File: src/hw/rtl/cebin_pkg.sv
package cebin_pkg;

  localparam int TABLE_LAYERS = 6;
  localparam int IDX_W        = 10;
  localparam int DIV_W        = 40;
  localparam int DVS_W        = 24;
  localparam int VAL_W        = 24;

  localparam logic [1:0] MODE_START = 2'd0;
  localparam logic [1:0] MODE_CELL  = 2'd1;
  localparam logic [1:0] MODE_READ  = 2'd2;

  localparam logic [5:0] LAYER_CODE [8] = '{6'd1, 6'd2, 6'd3, 6'd12, 6'd13, 6'd14, 6'd0, 6'd0};
  localparam logic [2:0] ETA_LOG    [8] = '{3'd7, 3'd4, 3'd3, 3'd2, 3'd2, 3'd1, 3'd0, 3'd0};
  localparam logic [2:0] PHI_LOG    [8] = '{3'd2, 3'd4, 3'd4, 3'd2, 3'd2, 3'd2, 3'd0, 3'd0};
  localparam logic [IDX_W-1:0] LAYER_BASE [8] = '{10'd0, 10'd512, 10'd768, 10'd896,
                                                  10'd912, 10'd928, 10'd0, 10'd0};

  localparam logic signed [VAL_W-1:0] VAL_MAX = 24'sh7FFFFF;
  localparam logic signed [VAL_W-1:0] VAL_MIN = -24'sh800000;

  typedef struct packed {
    logic             start;
    logic [DIV_W-1:0] dividend;
    logic [DVS_W-1:0] divisor;
  } div_req_t;

endpackage

File: src/hw/rtl/cebin_div.sv
module cebin_div
  import cebin_pkg::*;
(
  input  logic             clk,
  input  logic             rst,
  input  div_req_t         req,
  output logic             done,
  output logic [DIV_W-1:0] quotient
);

  localparam int CNT_W = $clog2(DIV_W + 1);

  logic             busy;
  logic [CNT_W-1:0] cnt;
  logic [DVS_W-1:0] rem;
  logic [DVS_W-1:0] dvs;
  logic [DVS_W:0]   shifted;
  logic [DVS_W+1:0] trial;

  assign shifted = {rem, quotient[DIV_W-1]};
  assign trial   = {1'b0, shifted} - {2'b00, dvs};

  always_ff @(posedge clk) begin
    if (rst) begin
      busy <= 1'b0;
      done <= 1'b0;
      cnt  <= '0;
    end else begin
      done <= 1'b0;
      if (req.start) begin
        busy <= 1'b1;
        cnt  <= CNT_W'(DIV_W);
      end else if (busy) begin
        cnt <= cnt - 1'b1;
        if (cnt == CNT_W'(1)) begin
          busy <= 1'b0;
          done <= 1'b1;
        end
      end
    end
  end

  // one quotient bit per cycle, restoring
  always_ff @(posedge clk) begin
    if (req.start) begin
      quotient <= req.dividend;
      rem      <= '0;
      dvs      <= req.divisor;
    end else if (busy) begin
      if (trial[DVS_W+1]) begin
        rem <= shifted[DVS_W-1:0];
      end else begin
        rem <= trial[DVS_W-1:0];
      end
      quotient <= {quotient[DIV_W-2:0], ~trial[DVS_W+1]};
    end
  end

endmodule

File: config.mk
export PLATFORM = sky130hd
export DESIGN_NAME = cebin_div
export DESIGN_NICKNAME = d
export VERILOG_FILES = /design/src/hw/rtl/cebin_pkg.sv /design/src/hw/rtl/cebin_div.sv
export SDC_FILE = /design/constraint.sdc
export NUM_CORES = 1
export LEC_CHECK = 0
export BUFFER_PORTS_ARGS = -buffer_cell sky130_fd_sc_hd__buf_2
export CORE_MARGIN = 5
export CORE_UTILIZATION = 30
export CTS_BUF_LIST = sky130_fd_sc_hd__clkbuf_16
export CTS_CLUSTER_DIAMETER = 200
export CTS_CLUSTER_SIZE = 28
export DETAILED_ROUTE_END_ITERATION = 7
export GPL_TIMING_DRIVEN = 0
export SLEW_MARGIN = 20
export SYNTH_ARGS = -nofsm -noshare
export SYNTH_HDL_FRONTEND = slang
export SYNTH_SLANG_ARGS = --single-unit
File: constraint.sdc
create_clock -name clk -period 7.5 [get_ports clk]
set_clock_uncertainty 0.2 [all_clocks]
set_input_delay 0.75 -clock clk [delete_from_list [all_inputs] [get_ports clk]]
set_output_delay 0.75 -clock clk [all_outputs]
set_load 0.03 [all_outputs]
# Word level (Yosys, flattened, before mapping)
# Cells that the tools add are included.
# word_totals
ff_bits	96
inputBits	67
word_cells	24
# op_classes
n_reduce_logical	3
mux	9
bitwise	2
n_eq_ne	1
addsub	2
# ops
operator	n
$mux 40	2
$sub 25x24->26	1
$mux 24	1
$mux 6	2
$eq 6x1->1 const B	1
$sub 6x1->6 const B	1
$mux 1	4
$reduce_or 3->1	1
$not 1->1	2
$reduce_bool 2->1	1
$reduce_or 2->1	1

# Longest topological paths before layout
# Gate-level depths: netlist of run 1.
# logic_depth
word_depth	4
ltp_mapped	13
depth_no_buf	11

# Least setup slack after synthesis of run 1
# No wires, ideal clock.
# synth_path
path_kind	register -> register
from	register quotient[39]
to	register rem[20]
setup_time_ns	0.117
stages_incl_launch_ff	12
arrival_time_ns	2.449
period_less_slack_ns	2.767
setup_slack_ns	4.733
path_cell_list	edfxtp_1 inv_1 ha_1 fa_1 nor2b_1 o31ai_1 a21oi_1 o31ai_1 o21a_1 o21ai_0 mux2i_1 nand2_1
# synth_via
elab_chain_cells	2
# synth_lines
element	line	rtl
start: declaration	cebin_div.sv:8	output logic [DIV_W-1:0] quotient
start signal: assignment	cebin_div.sv:46	quotient <= req.dividend;
start signal: assignment	cebin_div.sv:55	quotient <= {quotient[DIV_W-2:0], ~trial[DVS_W+1]};
$sub 25x24->26	cebin_div.sv:21	assign trial = {1'b0, shifted} - {2'b00, dvs};
$mux 24	cebin_div.sv:50	if (trial[DVS_W+1]) begin
end signal: assignment	cebin_div.sv:51	rem <= shifted[DVS_W-1:0];
end signal: assignment	cebin_div.sv:53	rem <= trial[DVS_W-1:0];
end: declaration	cebin_div.sv:15	logic [DVS_W-1:0] rem;
# Every way passes these cells.
# A chain may end at the register's enable or synchronous reset.

# Worst setup path in the final report of run 1
# layout_path
from	register quotient[39]
to	register rem[16]
# Same word-level chain as after synthesis.

==> flow_metrics.env, run 1 <==
export IMPL_outcome="complete, no violations"
export IMPL_slew_violations=0
export IMPL_timing_slew_headroom=0.504
export IMPL_dieArea_um2=19600
export IMPL_cts_setup_buffers=0
export IMPL_synth_top_area_frac=0.379
export IMPL_postCtsResizedCells=0
export IMPL_vias=3862
export IMPL_place_area_um2=5900
export IMPL_yosys_area_top_type="edfxtp_1"
export IMPL_cts_tree="built"
export IMPL_synth_avg_cell_area_um2=11.1
export IMPL_cts_sinks=96
export IMPL_power_leakage_nw=2.61
export IMPL_layout_commonest_cell="buf_2"
export IMPL_synthSimpleGateAreaFrac=0.0976
export IMPL_cts_buffer_depth=2
export IMPL_hold_buffers=0
export IMPL_holdWs_ns=0.305
export IMPL_cts_clk_slew_worst_paths_ns=0.07
export IMPL_drcViolationCount=0
export IMPL_syn_to_final_growth_pct=22.1
export IMPL_root_buffer="clkbuf_16"
export IMPL_synth_top_family_by_area="compound AO/OA/AOI/OAI gates"
export IMPL_initial_utilization=0.306
export IMPL_syn_num_nets=551
export IMPL_crit_fanout=4
export IMPL_routedWlPerCell_um=15.4
export IMPL_grt_max_degree=27
export IMPL_async_flop_share=0
export IMPL_critPathArrivalTime_ns=3.19
export IMPL_synthTopCellsByArea="edfxtp_1 38%, dfxtp_1 13%, mux2_2 8.7%"
export IMPL_synth_compound_area_frac=0.146
export IMPL_tightest_slew_ns=0.738
export IMPL_postRouteWirelength_um=12400
export IMPL_grt_use_total=0.126
export IMPL_max_vdd_ir_drop_mv=0.130
export IMPL_grt_setup_unrepaired="false"
export IMPL_min_path_cells=2
export IMPL_diodes=0
export IMPL_synthMuxAreaShare=0.102
export IMPL_first_pass_iters=4
export IMPL_pin_count=108
export IMPL_grt_first_pass_wirelength_um=20100
export IMPL_clk_latency_ns=0.35
export IMPL_final_setup_tns_ns=0
export IMPL_finalSetupViolCount=0
export IMPL_finalCriticalPeriod_ns=3.18
export IMPL_row_count=47
export IMPL_required_ns=7.52
export IMPL_drive_above_1_share=0.300
export IMPL_htreeDepth=3
export IMPL_port_buffers=106
export IMPL_synth_edf_count=64
export IMPL_timing_max_cap_violations=0
export IMPL_initialDrtViolationCount=146
export IMPL_hold_viol_final=0
export IMPL_grt_remaining_overflow=0
export IMPL_min_delay_path_class="flop to flop"
export IMPL_antenna_found_initial=0
export IMPL_cts_buffers=9
export IMPL_grt_pass1_vias=4115
export IMPL_die_h_um=140
export IMPL_ys_types=58
export IMPL_core_um2=16600
export IMPL_place_gp_congestion=0.870
export IMPL_synth_ff_type="edfxtp_1"
export IMPL_nets=669
export IMPL_synthAdderAreaFrac=0.0680
export IMPL_layout_common_cells="110 x buf_2, 64 x edfxtp_1, 39 x mux2_2, 38 x nor2_1, 33 x inv_1"
export IMPL_ant_nets=0
export IMPL_ys_ff_latch=96
export IMPL_dpl_hpwl_um=9140
export IMPL_max_freq_mhz=315
export IMPL_synth_seq_area_share=0.505
export IMPL_final_area_um2=6200
export IMPL_critical_path_startpoint_type="flop"
export IMPL_p_total_mw=1.44
export IMPL_synth_cells=457
export IMPL_endpoint_kind="flop"
export IMPL_die_w_um=140
export IMPL_syn_cell_area_um2=5080
export IMPL_worstSetupPathType="flop to flop"
export IMPL_period_share=0.424
export IMPL_pwr_density_cell_nw_per_um2=232
export IMPL_synth_xor_xnor_area_share=0.0362
export IMPL_yosysWarnings=0
export IMPL_avgViaCountPerCell=4.83
export IMPL_r2r_cells=11
## layout make-up
| class | count | area (um^2) |
|---|---|---|
| inverters | 33 | 124 |
| clock inverters | 7 | 70.1 |
| well taps | 220 | 275 |
| clock buffers | 9 | 225 |
| plain buffers | 23 | 104 |
| multi-input cells | 305 | 2290 |
| fillers | 1691 | 10400 |
| repair buffers | 107 | 551 |
| flip-flops and latches | 96 | 2560 |
## sequential cells by signal (all words and copies together), names as in the netlist
register,flops
quotient,40
dvs,24
rem,24
cnt,6
busy,1
done,1
## power by group
group | internal [mW] | switching, mW | leakage [nW]
Sequential | 0.619 | 0.0265 | 0.900
Clock | 0.259 | 0.207 | 0.141
Combinational | 0.131 | 0.195 | 1.57
Total | 1.01 | 0.428 | 2.61
## through the flow
step            util  setup slack, ns  cells
2_1_floorplan      -             4.73    457
3_3_place_gp   0.355             3.91    783
3_5_place_dp   0.356             4.03    784
4_1_cts        0.374             4.37    800
5_1_grt        0.374             4.16    800
6_report       0.374             4.32    800
## synthesized netlist by cell type, drive strengths merged (2+ instances only)
master,number
nor2b,5
nand3,6
mux2i,8
a31oi,2
o22ai,2
nor4,2
and3,4
buf,7
a21o,8
xnor2,12
nor3,8
clkbuf,16
a2bb2oi,2
a21boi,2
a311oi,2
dfxtp,32
nor4b,2
o21bai,3
o21ai,14
o31ai,2
xor2,9
nor2,38
inv,33
a211o,2
a21oi,30
nand2,22
ha,26
edfxtp,64
a32oi,5
a211oi,14
nand2b,6
or4,2
o21a,6
mux2,39
o211ai,3
nand4,3
o31a,3
## final timing paths
kind         slack [ns]          from       to
max reg2reg        4.32  quotient[39]  rem[16]
max                4.32  quotient[39]  rem[16]
min reg2reg        0.30        rem[6]   rem[6]
min                0.30        rem[6]   rem[6]
## kinds of logic after synthesis
kind of cell / count (synthesis)
AOI/OAI and AO/OA: 107
and+or+nand+nor: 103
DFF: 96
buffers and inverters: 56
muxes: 47
adders and majority gates: 27
xor gates and xnor gates: 21
## critical path: stages, from the launching register on
cell and delay (ns):
edfxtp_1 0.43, inv_1 0.08, ha_1 0.18, fa_1 0.20, nor2b_1 0.09, o31ai_1 0.37, a21oi_1 0.18, o31ai_1 0.67
o21bai_1 0.11, a21oi_1 0.21, xor2_1 0.18, o221ai_1 0.13
## per-layer routing
| layer | part of all wire | track usage | up-vias |
|---|---|---|---|
| met1 | 0.44 | 0.153 | 1825 |
| li1 | - | - | 1909 |
| met5 | 0 | 0 | - |
| met3 | 0.079 | 0.0545 | 14 |
| met4 | 0.015 | 0.0393 | 0 |
| met2 | 0.46 | 0.205 | 114 |
Power figures use the tool's default switching activity.
==> inputs of run 2 (changes only) <==
==> constraint.sdc (replaced) <==
create_clock -name clk -period 2.85 [get_ports clk]
set_clock_uncertainty 0.2 [all_clocks]
set_input_delay 0.285 -clock clk [delete_from_list [all_inputs] [get_ports clk]]
set_output_delay 0.285 -clock clk [all_outputs]
set_load 0.03 [all_outputs]
==> flow_metrics.env, run 2 (synthesis gave the netlist of run 1 again) <==
export IMPL_outcome="complete, no violations"
export IMPL_crit_start="dvs[20]"
export IMPL_drive_above_1_share=0.327
export IMPL_vias=3993
export IMPL_grt_pass1_vias=4263
export IMPL_layout_common_cells="107 x buf_2, 64 x edfxtp_1, 39 x mux2_2, 38 x nor2_1, 33 x inv_1"
export IMPL_grt_first_pass_wirelength_um=20500
export IMPL_grt_remaining_overflow=0
export IMPL_clk_latency_ns=0.35
export IMPL_crit_family="compound AO/OA/AOI/OAI gates"
export IMPL_cts_buffers=9
export IMPL_cp_num_cells=8
export IMPL_port_buffers=106
export IMPL_hold_viol_final=0
export IMPL_critical_path_startpoint_type="flop"
export IMPL_routedWlPerCell_um=15.5
export IMPL_cts_clk_slew_worst_paths_ns=0.07
export IMPL_drcViolationCount=0
export IMPL_diodes=0
export IMPL_finalSetupViolCount=0
export IMPL_power_leakage_nw=2.75
export IMPL_dieArea_um2=19600
export IMPL_critPathArrivalTime_ns=2.82
export IMPL_crit_end="rem[3]"
export IMPL_pwr_density_cell_nw_per_um2=585
export IMPL_critPathBufInv=2
export IMPL_r2r_start="dvs[20]"
export IMPL_grt_use_total=0.129
export IMPL_max_freq_mhz=364
export IMPL_row_count=47
export IMPL_finalCriticalPeriod_ns=2.75
export IMPL_worstSetupPathType="flop to flop"
export IMPL_tightest_slew_ns=0.675
export IMPL_grt_setup_unrepaired="true"
export IMPL_timing_slew_headroom=0.548
export IMPL_nets=695
export IMPL_holdWs_ns=0.0274
export IMPL_syn_to_final_growth_pct=31.4
export IMPL_cp_cell_sequence="inv_1, ha_2, nand2_1, or4_4, o311a_4, clkbuf_16, o31a_1, a211oi_2"
export IMPL_largest_reg_flops=40
export IMPL_pin_count=108
export IMPL_cts_buffer_depth=2
export IMPL_post_route_util=0.402
export IMPL_cp_slowest_cell="or4_4"
export IMPL_reg_top3="quotient (40), dvs (24), rem (24)"
export IMPL_cts_tree="built"
export IMPL_avgViaCountPerCell=4.83
export IMPL_first_pass_iters=4
export IMPL_final_area_um2=6670
export IMPL_r2r_cells=8
export IMPL_period_share=0.963
export IMPL_grt_max_degree=27
export IMPL_cpPeakStageDelay_ns=0.52
export IMPL_endpoint_kind="flop"
export IMPL_timing_rr_end="rem[3]"
export IMPL_max_vdd_ir_drop_mv=0.343
export IMPL_root_buffer="clkbuf_16"
export IMPL_cts_sinks=96
export IMPL_die_w_um=140
export IMPL_layout_commonest_cell="buf_2"
export IMPL_timing_max_cap_violations=0
export IMPL_largest_register="quotient"
export IMPL_die_h_um=140
export IMPL_place_area_um2=5900
export IMPL_initial_utilization=0.306
export IMPL_htreeDepth=3
export IMPL_core_um2=16600
export IMPL_slew_violations=0
export IMPL_initialDrtViolationCount=119
export IMPL_fillCellCount=1648
export IMPL_required_ns=2.93
export IMPL_min_delay_path_class="input pin to flop"
export IMPL_regToRegSetupSlack_ns=0.10
export IMPL_antenna_found_initial=0
export IMPL_postRouteWirelength_um=12800
export IMPL_dpl_hpwl_um=9140
export IMPL_place_gp_congestion=0.870
export IMPL_crit_fanout=7
export IMPL_ant_nets=0
-- run 2: changes by cell type in the layout (fill, tap and decap cells not counted), sizes merged --
cell	before	now
buf	114	116
dlygate4sd3	0	24
-- run 2: worst min path at each step --
stage / from / to / cells past startpoint
after floorplan: req[0] / dvs[0] / 0
after global placement: req[21] / dvs[21] / 1
after detailed placement: req[9] / dvs[9] / 1
after CTS: req[41] / quotient[17] / 2
after global routing: req[38] / quotient[14] / 2
final: req[41] / quotient[17] / 2
-- run 2: power by group --
| part | leakage, nW | total [mW] | switching, mW | internal, mW |
|---|---|---|---|---|
| clock | 0.141 | 1.22 | 0.544 | 0.681 |
| combinational | 1.71 | 0.978 | 0.549 | 0.429 |
| sequential | 0.900 | 1.70 | 0.0727 | 1.63 |
-- run 2: repair_timing --
| action | CTS | global route |
|---|---|---|
| gates resized for setup | 8 | 32 |
| hold endpoints to repair | 24 | 0 |
| cloned | 0 | 2 |
| hold buffers | 24 | 0 |
| setup endpoints to repair | 19 | 25 |
| buffers inserted | 1 | 2 |
| pin swaps | 1 | 4 |
-- run 2: cell type report --
class,count,area [um^2],area share
buffer,20,128,0.0191
sequential,96,2560,0.384
timing repair buffer,136,863,0.129
inverter,33,124,0.0186
clock inverter,7,70.1,0.0105
tap,220,275,0.0413
multi-input combinational,305,2420,0.363
clock buffer,9,225,0.0338
-- run 2: per-layer routing --
layer,up-vias,track usage,wire [um]
met5,-,0,0
met4,0,0.0398,134
met3,10,0.0528,904
met2,111,0.211,6090
met1,1906,0.155,5690
li1,1966,-,-
-- run 2: metrics by stage --
| stage | cells | TNS (ns) | power [mW] | worst slack, ns |
|---|---|---|---|---|
| final | 826 | 0 | 3.90 | 0.105 |
| after global routing | 826 | 0 | 4.11 | 0.00505 |
| after CTS | 825 | 0 | 3.87 | 0.00276 |
| after detailed placement | 784 | -1.60 | 2.59 | -0.239 |
| after global placement | 783 | -11.96 | 2.57 | -0.275 |
| after floorplan | 457 | 0 | 2.34 | 0.0834 |
==> inputs of run 3 (changes only) <==
--- a/config.mk
+++ b/config.mk
@@ -6,6 +6,7 @@
 export NUM_CORES = 1
 export LEC_CHECK = 0
 export BUFFER_PORTS_ARGS = -buffer_cell sky130_fd_sc_hd__buf_2
+export CORE_ASPECT_RATIO = 0.7
 export CORE_MARGIN = 5
 export CORE_UTILIZATION = 30
 export CTS_BUF_LIST = sky130_fd_sc_hd__clkbuf_16
==> flow_metrics.env, run 3 (synthesis gave the netlist of run 1 again) <==
export IMPL_grt_use_total=0.128
export IMPL_initial_utilization=0.309
export IMPL_drcViolationCount=0
export IMPL_ant_nets=0
export IMPL_max_vdd_ir_drop_mv=0.349
export IMPL_cp_cell_sequence="inv_2, ha_4, nor2b_4, o31a_1, a21o_2, o211ai_4, o311a_4, buf_12, mux2i_2, a211oi_2"
export IMPL_largest_register="quotient"
export IMPL_min_delay_path_class="input pin to flop"
export IMPL_regToRegSetupSlack_ns=0.07
export IMPL_worst_slack_ns=0.0709
export IMPL_cts_clk_slew_worst_paths_ns=0.07
export IMPL_top_usage_layer="met2"
export IMPL_cts_buffer_depth=2
export IMPL_cpPeakStageDelay_ns=0.43
export IMPL_dpl_worst_slack_ns=-0.257
export IMPL_layout_common_cells="106 x buf_2, 64 x edfxtp_1, 39 x mux2_2, 38 x nor2_1, 32 x dfxtp_1"
export IMPL_grt_max_degree=30
export IMPL_grt_remaining_overflow=0
export IMPL_drive_above_1_share=0.325
export IMPL_fillCellCount=1577
export IMPL_critPathArrivalTime_ns=2.78
export IMPL_diodes=0
export IMPL_grt_first_pass_wirelength_um=20400
export IMPL_die_h_um=119
export IMPL_slew_violations=0
export IMPL_power_leakage_nw=2.76
export IMPL_dieArea_um2=19700
export IMPL_grt_pass1_vias=3994
export IMPL_pin_count=108
export IMPL_routedWlPerCell_um=15.3
export IMPL_finalSetupViolCount=0
export IMPL_vias=3912
export IMPL_hold_viol_final=0
export IMPL_use_met3=0.0231
export IMPL_cts_tree="built"
export IMPL_cts_sinks=96
export IMPL_max_freq_mhz=360
export IMPL_die_w_um=165
export IMPL_post_route_util=0.407
export IMPL_crit_family="compound AO/OA/AOI/OAI gates"
export IMPL_initialDrtViolationCount=225
export IMPL_core_um2=16400
export IMPL_final_setup_tns_ns=0
export IMPL_timing_slew_headroom=0.604
export IMPL_use_met2=0.204
export IMPL_timing_max_cap_violations=0
export IMPL_outcome="complete, no violations"
export IMPL_period_share=0.975
export IMPL_r2r_cells=10
export IMPL_required_ns=2.85
export IMPL_row_count=39
export IMPL_reg_top3="quotient (40), dvs (24), rem (24)"
export IMPL_crit_fanout=10
export IMPL_worstSetupPathType="flop to flop"
export IMPL_grt_util_met1=0.179
export IMPL_pwr_density_cell_nw_per_um2=596
export IMPL_root_buffer="clkbuf_16"
export IMPL_clk_latency_ns=0.34
export IMPL_port_buffers=106
export IMPL_cp_num_cells=10
export IMPL_endpoint_kind="flop"
export IMPL_critical_path_startpoint_type="flop"
export IMPL_cp_slowest_cell="edfxtp_1"
export IMPL_critPathBufInv=2
export IMPL_nets=696
export IMPL_largest_reg_flops=40
export IMPL_place_gp_congestion=0.893
export IMPL_postRouteWirelength_um=12700
export IMPL_layout_commonest_cell="buf_2"
export IMPL_htreeDepth=3
export IMPL_first_pass_iters=4
export IMPL_cts_buffers=9
export IMPL_antenna_found_initial=0
export IMPL_finalCriticalPeriod_ns=2.78
export IMPL_syn_to_final_growth_pct=31.8
export IMPL_avgViaCountPerCell=4.70
export IMPL_tightest_slew_ns=0.591
export IMPL_min_path_cells=2
export IMPL_dpl_hpwl_um=9370
run 3: final cells by class:
type,instances,area [um^2],area share
Sequential cell,96,2560,0.383
Buffer,21,134,0.0200
Clock inverter,7,92.6,0.0138
Inverter,33,124,0.0185
Multi-Input combinational cell,305,2400,0.359
Tap cell,225,282,0.0421
Timing Repair Buffer,136,866,0.129
Clock buffer,9,225,0.0337
run 3: worst paths after layout:
| check | startpoint | to |
|---|---|---|
| max reg2reg | dvs[1] | rem[11] |
| min reg2reg | rem[20] | rem[20] |
| min | req[53] | quotient[29] |
| max | dvs[1] | rem[11] |
run 3: layer usage:
layer / wire length [um] / part of all wire
met1: 6010 / 0.47
met2: 6100 / 0.48
met3: 469 / 0.037
met4: 133 / 0.010
met5: 0 / 0
run 3: repair_timing:
item,CTS,global route
hold buffers,24,0
endpoints found under the setup margin,14,26
gates resized for setup,5,35
hold endpoints to repair,24,0
setup buffers,1,2
pin swaps,1,8
cloned,0,2
run 3: worst register-to-register path, cell delays in order (launching register included):
cell	delay [ns]
edfxtp_1	0.43
inv_2	0.10
ha_4	0.19
nor2b_4	0.12
o31a_1	0.33
a21o_2	0.26
o211ai_4	0.22
o311a_4	0.28
buf_12	0.17
mux2i_2	0.23
a211oi_2	0.10
run 3: power breakdown:
| part | switching [mW] | internal (mW) | leakage (nW) |
|---|---|---|---|
| clock | 0.548 | 0.770 | 0.152 |
| combinational | 0.548 | 0.425 | 1.71 |
| sequential | 0.0686 | 1.63 | 0.900 |
| total | 1.17 | 2.82 | 2.76 |
run 3: metrics by stage:
stage	total power, mW	hold slack, ns	cells	area (um^2)
final	3.99	0.0378	832	6690
after global routing	4.19	0.0289	832	6690
after CTS	3.95	0.0273	830	6500
after detailed placement	2.58	0.263	789	5910
after global placement	2.56	0.264	788	5890
after floorplan	2.34	0.184	457	5080
